**src/hdl/vsc_pkg.sv**
```systemverilog
// shared types, constants and the control store for the version string compare block
// no dependencies
`timescale 1ns / 1ps

package vsc_pkg;

   localparam int MAX_LEN_DEFAULT = 64;

   localparam int CHAR_W = 8;
   localparam int DIFF_W = 9;
   localparam int PC_W   = 4;
   localparam int COND_W = 4;
   localparam int OP_W   = 3;

   localparam logic [CHAR_W-1:0] CHAR_NUL  = 8'h00;
   localparam logic [CHAR_W-1:0] CHAR_ZERO = 8'h30;
   localparam logic [CHAR_W-1:0] CHAR_NINE = 8'h39;
   localparam logic [CHAR_W-1:0] CHAR_A    = 8'h61;
   localparam logic [CHAR_W-1:0] CHAR_N    = 8'h6e;
   localparam logic [CHAR_W-1:0] CHAR_Y    = 8'h79;

   // branch conditions
   localparam logic [COND_W-1:0] C_NEVER     = 4'd0;
   localparam logic [COND_W-1:0] C_WILD      = 4'd1;
   localparam logic [COND_W-1:0] C_NEW_DIG   = 4'd2;
   localparam logic [COND_W-1:0] C_CONT      = 4'd3;
   localparam logic [COND_W-1:0] C_A_ZERO    = 4'd4;
   localparam logic [COND_W-1:0] C_B_ZERO    = 4'd5;
   localparam logic [COND_W-1:0] C_BOTH_DIG  = 4'd6;
   localparam logic [COND_W-1:0] C_DIG_EQ    = 4'd7;
   localparam logic [COND_W-1:0] C_DIFF_ZERO = 4'd8;

   // datapath operations
   localparam logic [OP_W-1:0] OP_NONE     = 3'd0;
   localparam logic [OP_W-1:0] OP_CLR_DIFF = 3'd1;
   localparam logic [OP_W-1:0] OP_SET_DIFF = 3'd2;
   localparam logic [OP_W-1:0] OP_RET_AB   = 3'd3;
   localparam logic [OP_W-1:0] OP_RET_SIGN = 3'd4;
   localparam logic [OP_W-1:0] OP_RET_DIFF = 3'd5;
   localparam logic [OP_W-1:0] OP_RET_ZERO = 3'd6;

   // program step addresses
   localparam logic [PC_W-1:0] S_WILD     = 4'd0;
   localparam logic [PC_W-1:0] S_NEXT     = 4'd1;
   localparam logic [PC_W-1:0] S_TEST     = 4'd2;
   localparam logic [PC_W-1:0] S_RET_AB   = 4'd3;
   localparam logic [PC_W-1:0] S_ZA       = 4'd4;
   localparam logic [PC_W-1:0] S_ZB       = 4'd5;
   localparam logic [PC_W-1:0] S_RUN      = 4'd6;
   localparam logic [PC_W-1:0] S_END      = 4'd7;
   localparam logic [PC_W-1:0] S_RET_SIGN = 4'd8;
   localparam logic [PC_W-1:0] S_CHK      = 4'd9;
   localparam logic [PC_W-1:0] S_RET_DIFF = 4'd10;
   localparam logic [PC_W-1:0] S_ZERO     = 4'd11;

   typedef struct packed {
      logic              fetch_a;
      logic              fetch_b;
      logic              guard;    // fetch and op only when the branch is taken
      logic [COND_W-1:0] cond;
      logic [PC_W-1:0]   target;
      logic [OP_W-1:0]   op;
   } ucode_word_type;

   // sequencer to datapath
   typedef struct packed {
      logic            fetch_a;
      logic            fetch_b;
      logic [OP_W-1:0] op;
      logic            done;
   } ctrl_type;

   // datapath to sequencer
   typedef struct packed {
      logic wild;
      logic new_both_dig;
      logic both_dig;
      logic cont;
      logic a_zero;
      logic b_zero;
      logic dig_eq;
      logic diff_zero;
   } flags_type;

   function automatic logic is_digit(input logic [CHAR_W-1:0] c);
      return (c >= CHAR_ZERO) && (c <= CHAR_NINE);
   endfunction

   function automatic ucode_word_type mk(input logic fa, input logic fb, input logic g,
                                         input logic [COND_W-1:0] c,
                                         input logic [PC_W-1:0] t,
                                         input logic [OP_W-1:0] o);
      ucode_word_type w;
      w.fetch_a = fa;
      w.fetch_b = fb;
      w.guard   = g;
      w.cond    = c;
      w.target  = t;
      w.op      = o;
      return w;
   endfunction

   // control store: branch taken goes to target, otherwise to the next step
   function automatic ucode_word_type ucode(input logic [PC_W-1:0] pc);
      ucode_word_type w;
      case (pc)
         S_WILD:     w = mk(1'b0, 1'b0, 1'b0, C_WILD,      S_ZERO, OP_NONE);
         S_NEXT:     w = mk(1'b1, 1'b1, 1'b0, C_NEW_DIG,   S_ZA,   OP_CLR_DIFF);
         S_TEST:     w = mk(1'b0, 1'b0, 1'b0, C_CONT,      S_NEXT, OP_NONE);
         S_RET_AB:   w = mk(1'b0, 1'b0, 1'b0, C_NEVER,     S_WILD, OP_RET_AB);
         S_ZA:       w = mk(1'b1, 1'b0, 1'b1, C_A_ZERO,    S_ZA,   OP_NONE);
         S_ZB:       w = mk(1'b0, 1'b1, 1'b1, C_B_ZERO,    S_ZB,   OP_NONE);
         S_RUN:      w = mk(1'b1, 1'b1, 1'b1, C_BOTH_DIG,  S_RUN,  OP_SET_DIFF);
         S_END:      w = mk(1'b0, 1'b0, 1'b0, C_DIG_EQ,    S_CHK,  OP_NONE);
         S_RET_SIGN: w = mk(1'b0, 1'b0, 1'b0, C_NEVER,     S_WILD, OP_RET_SIGN);
         S_CHK:      w = mk(1'b0, 1'b0, 1'b0, C_DIFF_ZERO, S_TEST, OP_NONE);
         S_RET_DIFF: w = mk(1'b0, 1'b0, 1'b0, C_NEVER,     S_WILD, OP_RET_DIFF);
         S_ZERO:     w = mk(1'b0, 1'b0, 1'b0, C_NEVER,     S_WILD, OP_RET_ZERO);
         default:    w = mk(1'b0, 1'b0, 1'b0, C_NEVER,     S_WILD, OP_RET_ZERO);
      endcase
      return w;
   endfunction

endpackage

```
**src/hdl/vsc_char_buf.sv**
```systemverilog
// one string buffer: character memory, fill count and "any" detection
// depends on vsc_pkg
`timescale 1ns / 1ps

module vsc_char_buf #(
   parameter int MAX_LEN = vsc_pkg::MAX_LEN_DEFAULT
) (
   input  logic                                  clock,
   input  logic                                  reset,
   input  logic                                  clear,
   input  logic                                  wr_valid,
   input  logic [vsc_pkg::CHAR_W-1:0]            wr_char,
   input  logic [$clog2(MAX_LEN+1):0]            rd_idx,   // index read in the next cycle
   output logic [vsc_pkg::CHAR_W-1:0]            rd_char,  // zero past the fill count
   output logic                                  full,
   output logic                                  wild
);

   localparam int LEN_W  = $clog2(MAX_LEN + 1);
   localparam int ADDR_W = $clog2(MAX_LEN);

   logic [vsc_pkg::CHAR_W-1:0] mem [MAX_LEN];
   logic [vsc_pkg::CHAR_W-1:0] data_ff;
   logic                       valid_ff, valid_in;
   logic [LEN_W-1:0]           len_ff, len_in;
   logic                       wild_ff, wild_in;
   logic                       wr_en;

   assign full  = (len_ff == LEN_W'(MAX_LEN));
   assign wr_en = wr_valid && !full;

   always_comb begin
      len_in  = len_ff;
      wild_in = wild_ff;
      if (clear) begin
         len_in  = '0;
         wild_in = 1'b0;
      end else if (wr_en) begin
         len_in = len_ff + LEN_W'(1);
         if (len_ff == LEN_W'(0)) begin
            wild_in = (wr_char == vsc_pkg::CHAR_A);
         end else if (len_ff == LEN_W'(1)) begin
            wild_in = wild_ff && (wr_char == vsc_pkg::CHAR_N);
         end else if (len_ff == LEN_W'(2)) begin
            wild_in = wild_ff && (wr_char == vsc_pkg::CHAR_Y);
         end
      end
   end

   assign valid_in = (rd_idx < {1'b0, len_ff});

   always_ff @(posedge clock) begin
      if (reset) begin
         len_ff   <= '0;
         wild_ff  <= 1'b0;
         valid_ff <= 1'b0;
      end else begin
         len_ff   <= len_in;
         wild_ff  <= wild_in;
         valid_ff <= valid_in;
      end
   end

   always_ff @(posedge clock) begin
      if (wr_en) begin
         mem[len_ff[ADDR_W-1:0]] <= wr_char;
      end
      data_ff <= mem[rd_idx[ADDR_W-1:0]];
   end

   assign rd_char = valid_ff ? data_ff : vsc_pkg::CHAR_NUL;
   assign wild    = wild_ff && (len_ff == LEN_W'(3));

endmodule

```
**src/hdl/vsc_datapath.sv**
```systemverilog
// compare datapath: scan indices, current characters, digit difference, result
// depends on vsc_pkg
`timescale 1ns / 1ps

module vsc_datapath #(
   parameter int MAX_LEN = vsc_pkg::MAX_LEN_DEFAULT
) (
   input  logic                               clock,
   input  logic                               reset,
   input  vsc_pkg::ctrl_type                  ctrl,
   input  logic [vsc_pkg::CHAR_W-1:0]         char_a,
   input  logic [vsc_pkg::CHAR_W-1:0]         char_b,
   input  logic                               wild_a,
   input  logic                               wild_b,
   output logic [$clog2(MAX_LEN+1):0]         idx_a_next,
   output logic [$clog2(MAX_LEN+1):0]         idx_b_next,
   output vsc_pkg::flags_type                 flags,
   output logic signed [vsc_pkg::DIFF_W-1:0]  result
);

   localparam int IDX_W = $clog2(MAX_LEN + 1) + 1;

   logic [IDX_W-1:0]                   i_ff, i_in, j_ff, j_in;
   logic [vsc_pkg::CHAR_W-1:0]         a_ff, a_in, b_ff, b_in;
   logic signed [vsc_pkg::DIFF_W-1:0]  diff_ff, diff_in;
   logic signed [vsc_pkg::DIFF_W-1:0]  a_minus_b;
   logic                               dig_a, dig_b;

   assign a_minus_b = $signed({1'b0, a_ff}) - $signed({1'b0, b_ff});
   assign dig_a     = vsc_pkg::is_digit(a_ff);
   assign dig_b     = vsc_pkg::is_digit(b_ff);

   always_comb begin
      i_in = i_ff;
      j_in = j_ff;
      a_in = a_ff;
      b_in = b_ff;
      if (ctrl.done) begin
         i_in = '0;
         j_in = '0;
      end else begin
         if (ctrl.fetch_a) begin
            i_in = i_ff + IDX_W'(1);
            a_in = char_a;
         end
         if (ctrl.fetch_b) begin
            j_in = j_ff + IDX_W'(1);
            b_in = char_b;
         end
      end
   end

   always_comb begin
      diff_in = diff_ff;
      case (ctrl.op)
         vsc_pkg::OP_CLR_DIFF: diff_in = '0;
         vsc_pkg::OP_SET_DIFF: begin
            if (diff_ff == '0) begin
               diff_in = a_minus_b;
            end
         end
         default: diff_in = diff_ff;
      endcase
   end

   always_ff @(posedge clock) begin
      if (reset) begin
         i_ff <= '0;
         j_ff <= '0;
      end else begin
         i_ff <= i_in;
         j_ff <= j_in;
      end
   end

   always_ff @(posedge clock) begin
      a_ff    <= a_in;
      b_ff    <= b_in;
      diff_ff <= diff_in;
   end

   assign idx_a_next = i_in;
   assign idx_b_next = j_in;

   always_comb begin
      flags.wild         = wild_a || wild_b;
      flags.new_both_dig = vsc_pkg::is_digit(char_a) && vsc_pkg::is_digit(char_b);
      flags.both_dig     = dig_a && dig_b;
      flags.cont         = (a_ff != vsc_pkg::CHAR_NUL) && (b_ff != vsc_pkg::CHAR_NUL)
                           && (a_ff == b_ff);
      flags.a_zero       = (a_ff == vsc_pkg::CHAR_ZERO);
      flags.b_zero       = (b_ff == vsc_pkg::CHAR_ZERO);
      flags.dig_eq       = (dig_a == dig_b);
      flags.diff_zero    = (diff_ff == '0);
   end

   always_comb begin
      case (ctrl.op)
         vsc_pkg::OP_RET_AB:   result = a_minus_b;
         vsc_pkg::OP_RET_SIGN: result = dig_a ? 9'sd1 : -9'sd1;
         vsc_pkg::OP_RET_DIFF: result = diff_ff;
         default:              result = '0;
      endcase
   end

endmodule

```
**src/hdl/vsc_sequencer.sv**
```systemverilog
// microprogram sequencer: step counter, control store lookup, conditional jumps
// depends on vsc_pkg
`timescale 1ns / 1ps

module vsc_sequencer (
   input  logic               clock,
   input  logic               reset,
   input  logic               start,
   input  vsc_pkg::flags_type flags,
   output vsc_pkg::ctrl_type  ctrl,
   output logic               busy
);

   logic                       busy_ff, busy_in;
   logic [vsc_pkg::PC_W-1:0]   pc_ff, pc_in;
   vsc_pkg::ucode_word_type    cw;
   logic                       take;
   logic                       en;
   logic                       is_ret;

   assign cw = vsc_pkg::ucode(pc_ff);

   always_comb begin
      case (cw.cond)
         vsc_pkg::C_WILD:      take = flags.wild;
         vsc_pkg::C_NEW_DIG:   take = flags.new_both_dig;
         vsc_pkg::C_CONT:      take = flags.cont;
         vsc_pkg::C_A_ZERO:    take = flags.a_zero;
         vsc_pkg::C_B_ZERO:    take = flags.b_zero;
         vsc_pkg::C_BOTH_DIG:  take = flags.both_dig;
         vsc_pkg::C_DIG_EQ:    take = flags.dig_eq;
         vsc_pkg::C_DIFF_ZERO: take = flags.diff_zero;
         default:              take = 1'b0;
      endcase
   end

   assign en     = busy_ff && (!cw.guard || take);
   assign is_ret = (cw.op == vsc_pkg::OP_RET_AB) || (cw.op == vsc_pkg::OP_RET_SIGN) ||
                   (cw.op == vsc_pkg::OP_RET_DIFF) || (cw.op == vsc_pkg::OP_RET_ZERO);

   always_comb begin
      ctrl.fetch_a = en && cw.fetch_a;
      ctrl.fetch_b = en && cw.fetch_b;
      ctrl.op      = en ? cw.op : vsc_pkg::OP_NONE;
      ctrl.done    = busy_ff && is_ret;
   end

   always_comb begin
      busy_in = busy_ff;
      pc_in   = pc_ff;
      if (start) begin
         busy_in = 1'b1;
         pc_in   = vsc_pkg::S_WILD;
      end else if (busy_ff) begin
         if (is_ret) begin
            busy_in = 1'b0;
            pc_in   = vsc_pkg::S_WILD;
         end else if (take) begin
            pc_in = cw.target;
         end else begin
            pc_in = pc_ff + vsc_pkg::PC_W'(1);
         end
      end
   end

   always_ff @(posedge clock) begin
      if (reset) begin
         busy_ff <= 1'b0;
         pc_ff   <= vsc_pkg::S_WILD;
      end else begin
         busy_ff <= busy_in;
         pc_ff   <= pc_in;
      end
   end

   assign busy = busy_ff;

endmodule

```
**src/hdl/version_string_compare.sv**
```systemverilog
// top level of the natural-order version string compare block
// depends on vsc_pkg, vsc_char_buf, vsc_datapath, vsc_sequencer
`timescale 1ns / 1ps

//  channel | direction | handshake             | payload
//  req     | in        | req_valid / req_ready | req_mode, req_char_code
//  rsp     | out       | rsp_valid / rsp_ready | rsp_difference, rsp_truncated
//
//  loading accepts one character transaction per cycle while req_ready is high; the
//  second string's zero byte starts the compare walk: a setup step checks for "any",
//  each equal non-digit character is fetched and tested, each digit run skips leading
//  zeros, walks its digit pairs, checks that both runs end together and compares the
//  difference, and a return step ends the walk; no transaction is taken while the walk
//  runs; the result sits in the output register, and characters keep loading while it
//  waits, only the next second-string zero byte stalls until the result is taken
//  synchronous active-high reset clears fill counts, overflow flag, sequencer and rsp_valid

module version_string_compare #(
   parameter int MAX_LEN = vsc_pkg::MAX_LEN_DEFAULT
) (
   input  logic                               clock,
   input  logic                               reset,
   input  logic                               req_valid,
   output logic                               req_ready,
   input  logic                               req_mode,
   input  logic [vsc_pkg::CHAR_W-1:0]         req_char_code,
   output logic                               rsp_valid,
   input  logic                               rsp_ready,
   output logic signed [vsc_pkg::DIFF_W-1:0]  rsp_difference,
   output logic                               rsp_truncated
);

   localparam int IDX_W = $clog2(MAX_LEN + 1) + 1;

   logic                              req_fire, rsp_fire;
   logic                              is_nul, is_final;
   logic                              start;
   logic                              busy;
   logic                              wr_a, wr_b;
   logic                              full_a, full_b;
   logic                              wild_a, wild_b;
   logic [vsc_pkg::CHAR_W-1:0]        char_a, char_b;
   logic [IDX_W-1:0]                  idx_a_next, idx_b_next;
   vsc_pkg::ctrl_type                 ctrl;
   vsc_pkg::flags_type                flags;
   logic signed [vsc_pkg::DIFF_W-1:0] result;

   logic                              overflow_ff, overflow_in;
   logic                              rsp_valid_ff, rsp_valid_in;
   logic signed [vsc_pkg::DIFF_W-1:0] rsp_diff_ff;
   logic                              rsp_trunc_ff;

   // a second-string zero byte needs a free output register
   assign is_nul    = (req_char_code == vsc_pkg::CHAR_NUL);
   assign is_final  = req_mode && is_nul;
   assign req_ready = !busy && !(is_final && rsp_valid_ff);
   assign req_fire  = req_valid && req_ready;
   assign rsp_fire  = rsp_valid_ff && rsp_ready;

   assign start = req_fire && is_final;
   assign wr_a  = req_fire && !req_mode && !is_nul;
   assign wr_b  = req_fire && req_mode && !is_nul;

   vsc_char_buf #(.MAX_LEN(MAX_LEN)) u_buf_a (
      .clock    (clock),
      .reset    (reset),
      .clear    (ctrl.done),
      .wr_valid (wr_a),
      .wr_char  (req_char_code),
      .rd_idx   (idx_a_next),
      .rd_char  (char_a),
      .full     (full_a),
      .wild     (wild_a)
   );

   vsc_char_buf #(.MAX_LEN(MAX_LEN)) u_buf_b (
      .clock    (clock),
      .reset    (reset),
      .clear    (ctrl.done),
      .wr_valid (wr_b),
      .wr_char  (req_char_code),
      .rd_idx   (idx_b_next),
      .rd_char  (char_b),
      .full     (full_b),
      .wild     (wild_b)
   );

   vsc_datapath #(.MAX_LEN(MAX_LEN)) u_datapath (
      .clock      (clock),
      .reset      (reset),
      .ctrl       (ctrl),
      .char_a     (char_a),
      .char_b     (char_b),
      .wild_a     (wild_a),
      .wild_b     (wild_b),
      .idx_a_next (idx_a_next),
      .idx_b_next (idx_b_next),
      .flags      (flags),
      .result     (result)
   );

   vsc_sequencer u_sequencer (
      .clock (clock),
      .reset (reset),
      .start (start),
      .flags (flags),
      .ctrl  (ctrl),
      .busy  (busy)
   );

   // dropped characters of either string flag the pair
   always_comb begin
      overflow_in = overflow_ff;
      if (ctrl.done) begin
         overflow_in = 1'b0;
      end else if ((wr_a && full_a) || (wr_b && full_b)) begin
         overflow_in = 1'b1;
      end
   end

   always_comb begin
      rsp_valid_in = rsp_valid_ff;
      if (ctrl.done) begin
         rsp_valid_in = 1'b1;
      end else if (rsp_fire) begin
         rsp_valid_in = 1'b0;
      end
   end

   always_ff @(posedge clock) begin
      if (reset) begin
         overflow_ff  <= 1'b0;
         rsp_valid_ff <= 1'b0;
      end else begin
         overflow_ff  <= overflow_in;
         rsp_valid_ff <= rsp_valid_in;
      end
   end

   always_ff @(posedge clock) begin
      if (ctrl.done) begin
         rsp_diff_ff  <= result;
         rsp_trunc_ff <= overflow_ff;
      end
   end

   assign rsp_valid      = rsp_valid_ff;
   assign rsp_difference = rsp_diff_ff;
   assign rsp_truncated  = rsp_trunc_ff;

endmodule
```
**config.mk**
```make
export PLATFORM = sky130hd
export DESIGN_NAME = version_string_compare
export DESIGN_NICKNAME = d
export VERILOG_FILES = /design/src/hdl/vsc_pkg.sv /design/src/hdl/vsc_char_buf.sv /design/src/hdl/vsc_datapath.sv /design/src/hdl/vsc_sequencer.sv /design/src/hdl/version_string_compare.sv
export SDC_FILE = /design/constraint.sdc
export NUM_CORES = 1
export LEC_CHECK = 0
export ABC_AREA = 1
export BUFFER_PORTS_ARGS = -buffer_cell sky130_fd_sc_hd__buf_2
export CAP_MARGIN = 20
export CELL_PAD_IN_SITES_DETAIL_PLACEMENT = 1
export CELL_PAD_IN_SITES_GLOBAL_PLACEMENT = 2
export CORE_UTILIZATION = 39
export CTS_BUF_LIST = sky130_fd_sc_hd__clkbuf_4 sky130_fd_sc_hd__clkbuf_8
export CTS_CLUSTER_SIZE = 25
export DETAILED_ROUTE_END_ITERATION = 16
export GPL_TIMING_DRIVEN = 0
export PLACE_DENSITY = 0.89
export SLEW_MARGIN = 40
export SYNTH_ARGS = -nofsm -noshare
export SYNTH_HDL_FRONTEND = slang
export SYNTH_SLANG_ARGS = --single-unit
```
**constraint.sdc**
```tcl
create_clock -name clock -period 2.9 [get_ports clock]
set_input_delay 0.58 -clock clock [delete_from_list [all_inputs] [get_ports clock]]
set_output_delay 0.58 -clock clock [all_outputs]
set_load 0.01 [all_outputs]
```
* Word-level counts from Yosys, hierarchy flattened
Memory sizes are Yosys's and may differ from the RTL's. A register that Yosys moved wholly into a read port is not among the register bits. Index checks and enable logic that the tools add are counted.
Cells by class: add/subtract/negate cells 6, multipliers 0, div/mod/pow operators 0, $lt $le $gt $ge 10, equal/unequal tests 33, shifts and indexed selects 0, multiplexer cells 31, bitwise logic cells 1, reductions and logical operators 62
Operators by type and width (number):
- 2-to-1 mux 8 bit | 6
- >= comparator 8 x 6 -> 1 bit (second input constant) | 4
- less-or-equal comparator 8 x 6 -> 1 bit (second input constant) | 4
- logical AND 1 bit | 32
- == test 7 x 2 -> 1 bit (second input constant) | 4
- case mux 9 bit (3 select lines) | 1
- == test 8 x 7 -> 1 bit (second input constant) | 3
- 2-to-1 mux 9 bit | 2
- case mux 9 bit (2 select lines) | 1
- adder 8 x 1 -> 8 bit (second input constant) | 2
- == test 4 x 3 -> 1 bit (second input constant) | 4
- == test 8 x 6 -> 1 bit (second input constant) | 2
- < comparator 8 x 7 -> 1 bit | 2
- 2-to-1 mux 4 bit | 4
- nonzero test 8 bit | 2
- == test 3 bit (second input constant) | 5
- 2-to-1 mux 1 bit | 15
- adder 7 x 1 -> 7 bit (second input constant) | 2
- == test 7 x 1 -> 1 bit (second input constant) | 2
- == test 7 bit (second input constant) | 2
- zero test 7 bit | 2
- AND reduction 2 bit | 5
- == test 3 x 2 -> 1 bit (second input constant) | 3
- zero test 9 bit | 1
- other kinds (18) | 33
Word-level totals: bits in registers 76, bits in latches 0, bits in writable memories 1024, memory bits (read-only) 224, output and inout port bits 12, word-level logic and storage cells 163, memories kept 3
Memory list:
- u_buf_a.mem | words 64, width 8, read ports 1, clocked after Yosys merged registers in 1, write ports 1, RTL line vsc_char_buf.sv:22 | logic [vsc_pkg::CHAR_W-1:0] mem [MAX_LEN];
- u_buf_b.mem | words 64, width 8, read ports 1, clocked after Yosys merged registers in 1, write ports 1, RTL line vsc_char_buf.sv:22
- (name not given) | words 16, width 14, read ports 1, clocked after Yosys merged registers in 1, write ports 0, RTL line vsc_pkg.sv:106 | case (pc)

* Logic depth before layout (Yosys ltp)
depth in word-level cells 11, gate-level depth with buffers 26, depth with buffers taken out 24

* Hierarchy
A second synthesis with hierarchy kept.
Second synthesis, totals: cell total of the unflattened synthesis 4340, area total of the unflattened synthesis 47434.2 um^2
By module, submodules not included:
- vsc_char_buf | instances 2, cells each 1919, area each 21710.8 um^2, sequential area each 15715.1 um^2
- vsc_datapath | instances 1, cells each 312, area each 2466.1 um^2, sequential area each 1071.0 um^2
- vsc_sequencer | instances 1, cells each 142, area each 1034.7 um^2, sequential area each 360.3 um^2
- version_string_compare | instances 1, cells each 48, area each 511.7 um^2, sequential area each 340.3 um^2

* Least setup slack after synthesis
No wires, ideal clock.
path kind reg2reg, start reg u_datapath.a_ff[7] in the netlist's numbering, end reg u_buf_b.valid_ff, setup time 0.078 ns, arrival 3.093 ns, setup slack -0.271 ns, cell stages (with the launch flop) 20, clock period less this slack 3.171 ns, cell sequence edfxtp_1 -> nor3_1 -> inv_1 -> nor2_1 -> ha_1 -> o21ai_0 -> nand3b_1 -> nand2_1 -> nand3_4 -> nand3_4 -> inv_2 -> nand3_1 -> nor2_1 -> nand2_1 -> nand3_1 -> clkinv_1 -> ha_1 -> a21oi_1 -> o211ai_1 -> nor3_1
Between the ends: cells in the longest elaborated chain, start to end 10, elaborated cells on any way between the ends 17, those cells by class order compare: 3; eq/ne: 3; mux: 3; reduce/logical: 8
Ends and longest elaborated chain:
- from (decl) | RTL line vsc_datapath.sv:24 | logic [vsc_pkg::CHAR_W-1:0] a_ff, a_in, b_ff, b_in;
- from (signal assigned) | RTL line vsc_datapath.sv:77 | a_ff <= a_in;
- >= comparator 8 x 6 -> 1 bit (tied with other cells) | RTL line vsc_pkg.sv:86 | return (c >= CHAR_ZERO) && (c <= CHAR_NINE);
- logical AND 1 bit (on tied branches) | RTL line vsc_pkg.sv:86, vsc_datapath.sv:89
- == test 1 bit (tied with other cells) | RTL line vsc_datapath.sv:93 | flags.dig_eq = (dig_a == dig_b);
- case mux 1 bit (8 select lines) (*) | RTL line vsc_sequencer.sv:24 | case (cw.cond)
- logical OR 1 bit (*) | RTL line vsc_sequencer.sv:37 | assign en = busy_ff && (!cw.guard || take);
- logical AND 1 bit (*) | RTL line vsc_sequencer.sv:37
- logical AND 1 bit (*) | RTL line vsc_sequencer.sv:43 | ctrl.fetch_b = en && cw.fetch_b;
- 2-to-1 mux 8 bit (*) | RTL line vsc_datapath.sv:46 | if (ctrl.fetch_b) begin
- 2-to-1 mux 8 bit (*) | RTL line vsc_datapath.sv:38 | if (ctrl.done) begin
- named net idx_b_next[5] | RTL line version_string_compare.sv:43 | logic [IDX_W-1:0] idx_a_next, idx_b_next;
- < comparator 8 x 7 -> 1 bit (*) | RTL line vsc_char_buf.sv:50 | assign valid_in = (rd_idx < {1'b0, len_ff});
- to (signal assigned) | RTL line vsc_char_buf.sv:60 | valid_ff <= valid_in;
- to (decl) | RTL line vsc_char_buf.sv:24 | logic valid_ff, valid_in;
The timed path passes the listed nets; every way through them passes the cells marked *. A chain may end at the register's enable or synchronous reset.

* Final worst setup path
start reg u_datapath.a_ff[7] in the netlist's numbering, end reg u_buf_b.data_ff[4] in the netlist's numbering (read register of u_buf_b.mem)
Between the ends: cells in the longest elaborated chain, start to end 9, elaborated cells on any way between the ends 16, those cells by class order compare: 2; eq/ne: 3; mux: 3; reduce/logical: 8
Ends and longest elaborated chain:
- >= comparator 8 x 6 -> 1 bit (tied with other cells) | RTL line vsc_pkg.sv:86
- logical AND 1 bit (on tied branches) | RTL line vsc_pkg.sv:86, vsc_datapath.sv:89
- == test 1 bit (tied with other cells) | RTL line vsc_datapath.sv:93
- case mux 1 bit (8 select lines) (*) | RTL line vsc_sequencer.sv:24
- logical OR 1 bit (*) | RTL line vsc_sequencer.sv:37
- logical AND 1 bit (*) | RTL line vsc_sequencer.sv:37
- logical AND 1 bit (*) | RTL line vsc_sequencer.sv:43
- 2-to-1 mux 8 bit (*) | RTL line vsc_datapath.sv:46
- 2-to-1 mux 8 bit (*) | RTL line vsc_datapath.sv:38
- to (decl) | RTL line vsc_char_buf.sv:23 | logic [vsc_pkg::CHAR_W-1:0] data_ff;
Mark *: on every way between the ends. The rest lies on a longest branch, timed or not.

==> impl_metrics.py <==
metrics = {
    "worst_setup_path": {
        "crit_required_ns": 3.69,
        "reg2reg_slack_ns": -0.85,
        "startpoint": "u_datapath.a_ff[7]$_DFFE_PP_",
        "critPathKind": "flop to flop",
        "critPathCaptureType": "flop",
        "slowest_delay_ns": 0.50,
        "critPathSlowestCell": "edfxtp_1",
        "crit_path_max_fanout": 8,
        "ff2ff_path_depth": 23,
        "critPathMostFrequentCell": "nand2_2",
        "rr_endpoint": "u_buf_b.data_ff[4]$_DFF_P_",
        "critPathTopFamily": "simple AND/OR/NAND/NOR gates",
        "worstPathArrival_ns": 4.54,
        "cp.depth": 23,
        "start_kind": "flop",
        "r2r-start": "u_datapath.a_ff[7]$_DFFE_PP_",
        "crit_chain": "nor3_4, inv_1, nor2_1, ha_1, o21ai_1, nand3b_1, nand2_2, nand3_4, nand3_4, inv_6, nand2_2, nand2_2, nand2_4, nor2_4, clkinv_4, buf_4, buf_6, nand3_1, nand2_1, nand2_2, nand2_2, nand2_1, nand2_2",
        "endpoint": "u_buf_b.data_ff[4]$_DFF_P_",
        "cp.buffers_inverters": 5,
    },
    "floorplan": {
        "start_util": 0.394,
        "io_pins": 25,
        "coreArea_mm2": 0.130,
        "rows": 132,
        "die_area_mm2": 0.133,
        "chipHeight_um": 364,
        "die_w_um": 364,
    },
    "placed_design": {
        "routabilityCongestion": 0.987,
        "numPortBuffers": 24,
        "place_hpwl_mm": 134,
    },
    "clocking": {
        "clkLatencyLatePin_ns": 0.94,
        "htree_levels": 4,
        "cts_sinks": 1129,
        "clock_path_buffers": 3,
        "cts_tree": "done",
        "cts-buffers-inserted": 191,
        "cts_root_buf": "clkbuf_8",
        "clk_pin_slew_ns": 0.06,
    },
    "timing": {
        "hold_viol": 0,
        "max_freq_ghz": 0.267,
        "maxSlewHeadroom": 0.330,
        "fin_skew_ns": 0.0455,
        "slew_viol_final": 0,
        "rsz0062_at_grt": "yes",
        "worst_pin_slew_ns": 1.00,
        "worst_hold_slack_ns": 0.0424,
        "setup_viol": 261,
        "worst_slack_ns": -0.846,
        "period_share": 1.29,
        "fin_crit_ns": 3.75,
    },
    "synth": {
        "synthArstFlopShare": 0,
        "syn_avg_cell_area_um2": 9.99,
        "synth_top_area_cell": "edfxtp_1",
        "synth_top_area_frac": 0.621,
        "synthCells": 5120,
        "syn_area_mm2": 0.0512,
        "yosys-top-cells-area": "edfxtp_1 (62%), nand3_1 (8.7%), nand2_1 (8.5%)",
        "synth_cell_types": 45,
        "ys.flop_type": "edfxtp_1",
        "synth_edf_count": 1059,
        "ys_seq_area_frac": 0.649,
        "ys_warn_count": 0,
        "ys_ff_latch": 1129,
        "synth_nets": 5173,
    },
    "outcome": {
        "violations": "setup timing",
        "status": "complete, but fails checks",
    },
    "global_routing": {
        "grt_first_pass_wirelength_mm": 276,
        "grt_pass1_vias": 41000,
        "grt_antenna_before_repair": 4,
        "grt_util_all_layers": 0.291,
        "grt-ovfl-total": 0,
        "grt_start_max_net_pins": 90,
    },
    "cells_and_area": {
        "area_growth_pct": 22.1,
        "drive_gt1_frac": 0.198,
        "nFillCells": 14200,
        "nets": 5533,
    },
    "route": {
        "postRouteAntennaNets": 0,
        "first_pass_iters": 6,
        "routedWlPerCell_um": 27.2,
        "vias_per_cell": 5.61,
        "drc_errors": 0,
        "wirelength_mm": 201,
        "drtIter0Drc": 5260,
        "route.vias.total": 41400,
    },
    "pwr": {
        "vdd_drop_max_uv": 406,
        "p_per_area_mw_per_mm2": 524,
        "leakage_nw": 25.8,
        "power_mw": 32.8,
    },
    "run": {
        "maxCapViolations": 0,
    },
    "min_path": {
        "hold_path.class": "primary input to flop",
    },
}
Yosys cell counts, types with 10 or more instances:
cell type	n
nand2_1	1163
edfxtp_1	1059
inv_1	955
nand3_1	891
nor2_1	253
nand4_1	159
buf_2	145
dfxtp_1	70
clkbuf_1	67
nand3b_1	60
o211ai_1	41
ha_1	39
a21oi_1	30
buf_4	24
nor3_1	22
o21ai_0	22
inv_2	18
buf_1	13
xor2_1	10
kinds of logic (layout without fill, tap and decap cells):
| kind of cell | count (synthesis) | count (layout) | synth area share |
|---|---|---|---|
| other | 0 | 4 | 0 |
| xor gates and xnor gates | 13 | 13 | 0.00237 |
| adders and majority gates | 40 | 40 | 0.00993 |
| AOI/OAI and AO/OA | 119 | 119 | 0.0146 |
| buffers and inverters | 1232 | 1745 | 0.0967 |
| DFF | 1129 | 1129 | 0.649 |
| and+or+nand+nor | 2587 | 2587 | 0.228 |
worst reg2reg max path: cells and delay by family, from the launching register on:
family / cells / cell delay [ns]
and+or+nand+nor: 16 / 2.03
AOI/OAI and AO/OA: 1 / 0.10
adders and majority gates: 1 / 0.23
buffers and inverters: 5 / 0.76
DFF: 1 / 0.50
how the worst min path moves through the flow:
stage / end / startpoint / depth (start not counted) / slack [ns]
6_report: u_buf_b.mem[58][5]$_DFFE_PP_ / req_char_code[5] / 1 / 0.04
2_1_floorplan: rsp_truncated$_DFFE_PP_ / overflow_ff$_SDFFE_PP0P_ / 0 / 0.40
3_5_place_dp: rsp_truncated$_DFFE_PP_ / overflow_ff$_SDFFE_PP0P_ / 0 / 0.41
3_3_place_gp: rsp_truncated$_DFFE_PP_ / overflow_ff$_SDFFE_PP0P_ / 0 / 0.42
4_1_cts: u_buf_b.mem[58][5]$_DFFE_PP_ / req_char_code[5] / 1 / 0.004
5_1_grt: u_buf_b.mem[58][5]$_DFFE_PP_ / req_char_code[5] / 1 / 0.004
area by class of cell:
| class | count | area [um^2] | area share |
|---|---|---|---|
| clock inverters | 93 | 549 | 0.00879 |
| diodes | 4 | 10.0 | 0.000160 |
| plain buffers | 255 | 2460 | 0.0393 |
| clock buffers | 253 | 3130 | 0.0500 |
| multi-input cells | 2759 | 15200 | 0.244 |
| repair buffers | 168 | 2020 | 0.0323 |
| well taps | 1742 | 2180 | 0.0349 |
| inverters | 976 | 3730 | 0.0596 |
| flip-flops and latches | 1129 | 33200 | 0.531 |
through the flow:
stage	cells	cell area (um^2)	TNS (ns)	util	setup slack [ns]
2_1_floorplan	5120	51200	-0.0241	-	-0.0241
3_3_place_gp	6886	53500	-4405.44	0.412	-4.54
3_5_place_dp	6909	54200	-2137.81	0.418	-2.44
4_1_cts	7299	60200	-255.59	0.464	-0.777
5_1_grt	7377	62500	-75.05	0.481	-0.990
6_report	7379	62500	-36.36	0.481	-0.846
registers in the layout (all words and copies together) (netlist names), 4 cells and up:
signal and flops:
u_sequencer.pc_ff 4, u_buf_a.data_ff 8, u_datapath.diff_ff 9, u_datapath.b_ff 8, u_datapath.i_ff 8, u_buf_b.data_ff 8
u_datapath.j_ff 8, rsp_difference 9, u_sequencer.cw 13, u_datapath.a_ff 8, u_buf_a.len_ff 7, u_buf_a.mem 512
u_buf_b.mem 512, u_buf_b.len_ff 7
report_power, final:
part,leakage (nW),internal (mW),switching (mW),total (mW)
clock network,1.94,7.37,6.87,14.2
registers,10.1,17.8,0.0201,17.9
logic,13.7,0.152,0.518,0.670
layout by cell type (no fill, tap or decap), types with 28 or more instances in the layout:
master / n
nand3_2: 100
buf_4: 134
buf_12: 54
nand4_1: 159
clkinv_2: 28
nand3_4: 29
buf_2: 53
clkbuf_8: 200
nand3b_1: 60
clkbuf_4: 80
nand2_2: 69
o211ai_1: 41
ha_1: 35
clkinv_1: 50
nor2_1: 118
nor2_4: 117
buf_6: 63
clkbuf_2: 28
inv_1: 951
nand2_1: 1083
dfxtp_1: 70
nand3_1: 770
edfxtp_1: 1059
routing by layer:
layer	part of all wire	wire (um)	GRT usage	vias up
met5	0.000065	13	0	-
met4	0.050	9950	0.131	2
met3	0.10	20400	0.0610	523
met2	0.45	90700	0.454	2436
met1	0.40	79800	0.389	20700
li1	-	-	-	17700
timing repair:
action | in CTS | in global routing
gates resized for setup | 520 | 364
endpoints found under the setup margin | 1089 | 1110
gates cloned | 1 | 11
endpoints found under the hold margin | 24 | 0
pin swaps | 13 | 72
hold buffers | 2 | 0
setup buffers | 41 | 67
(Power assumes the default switching activity.)
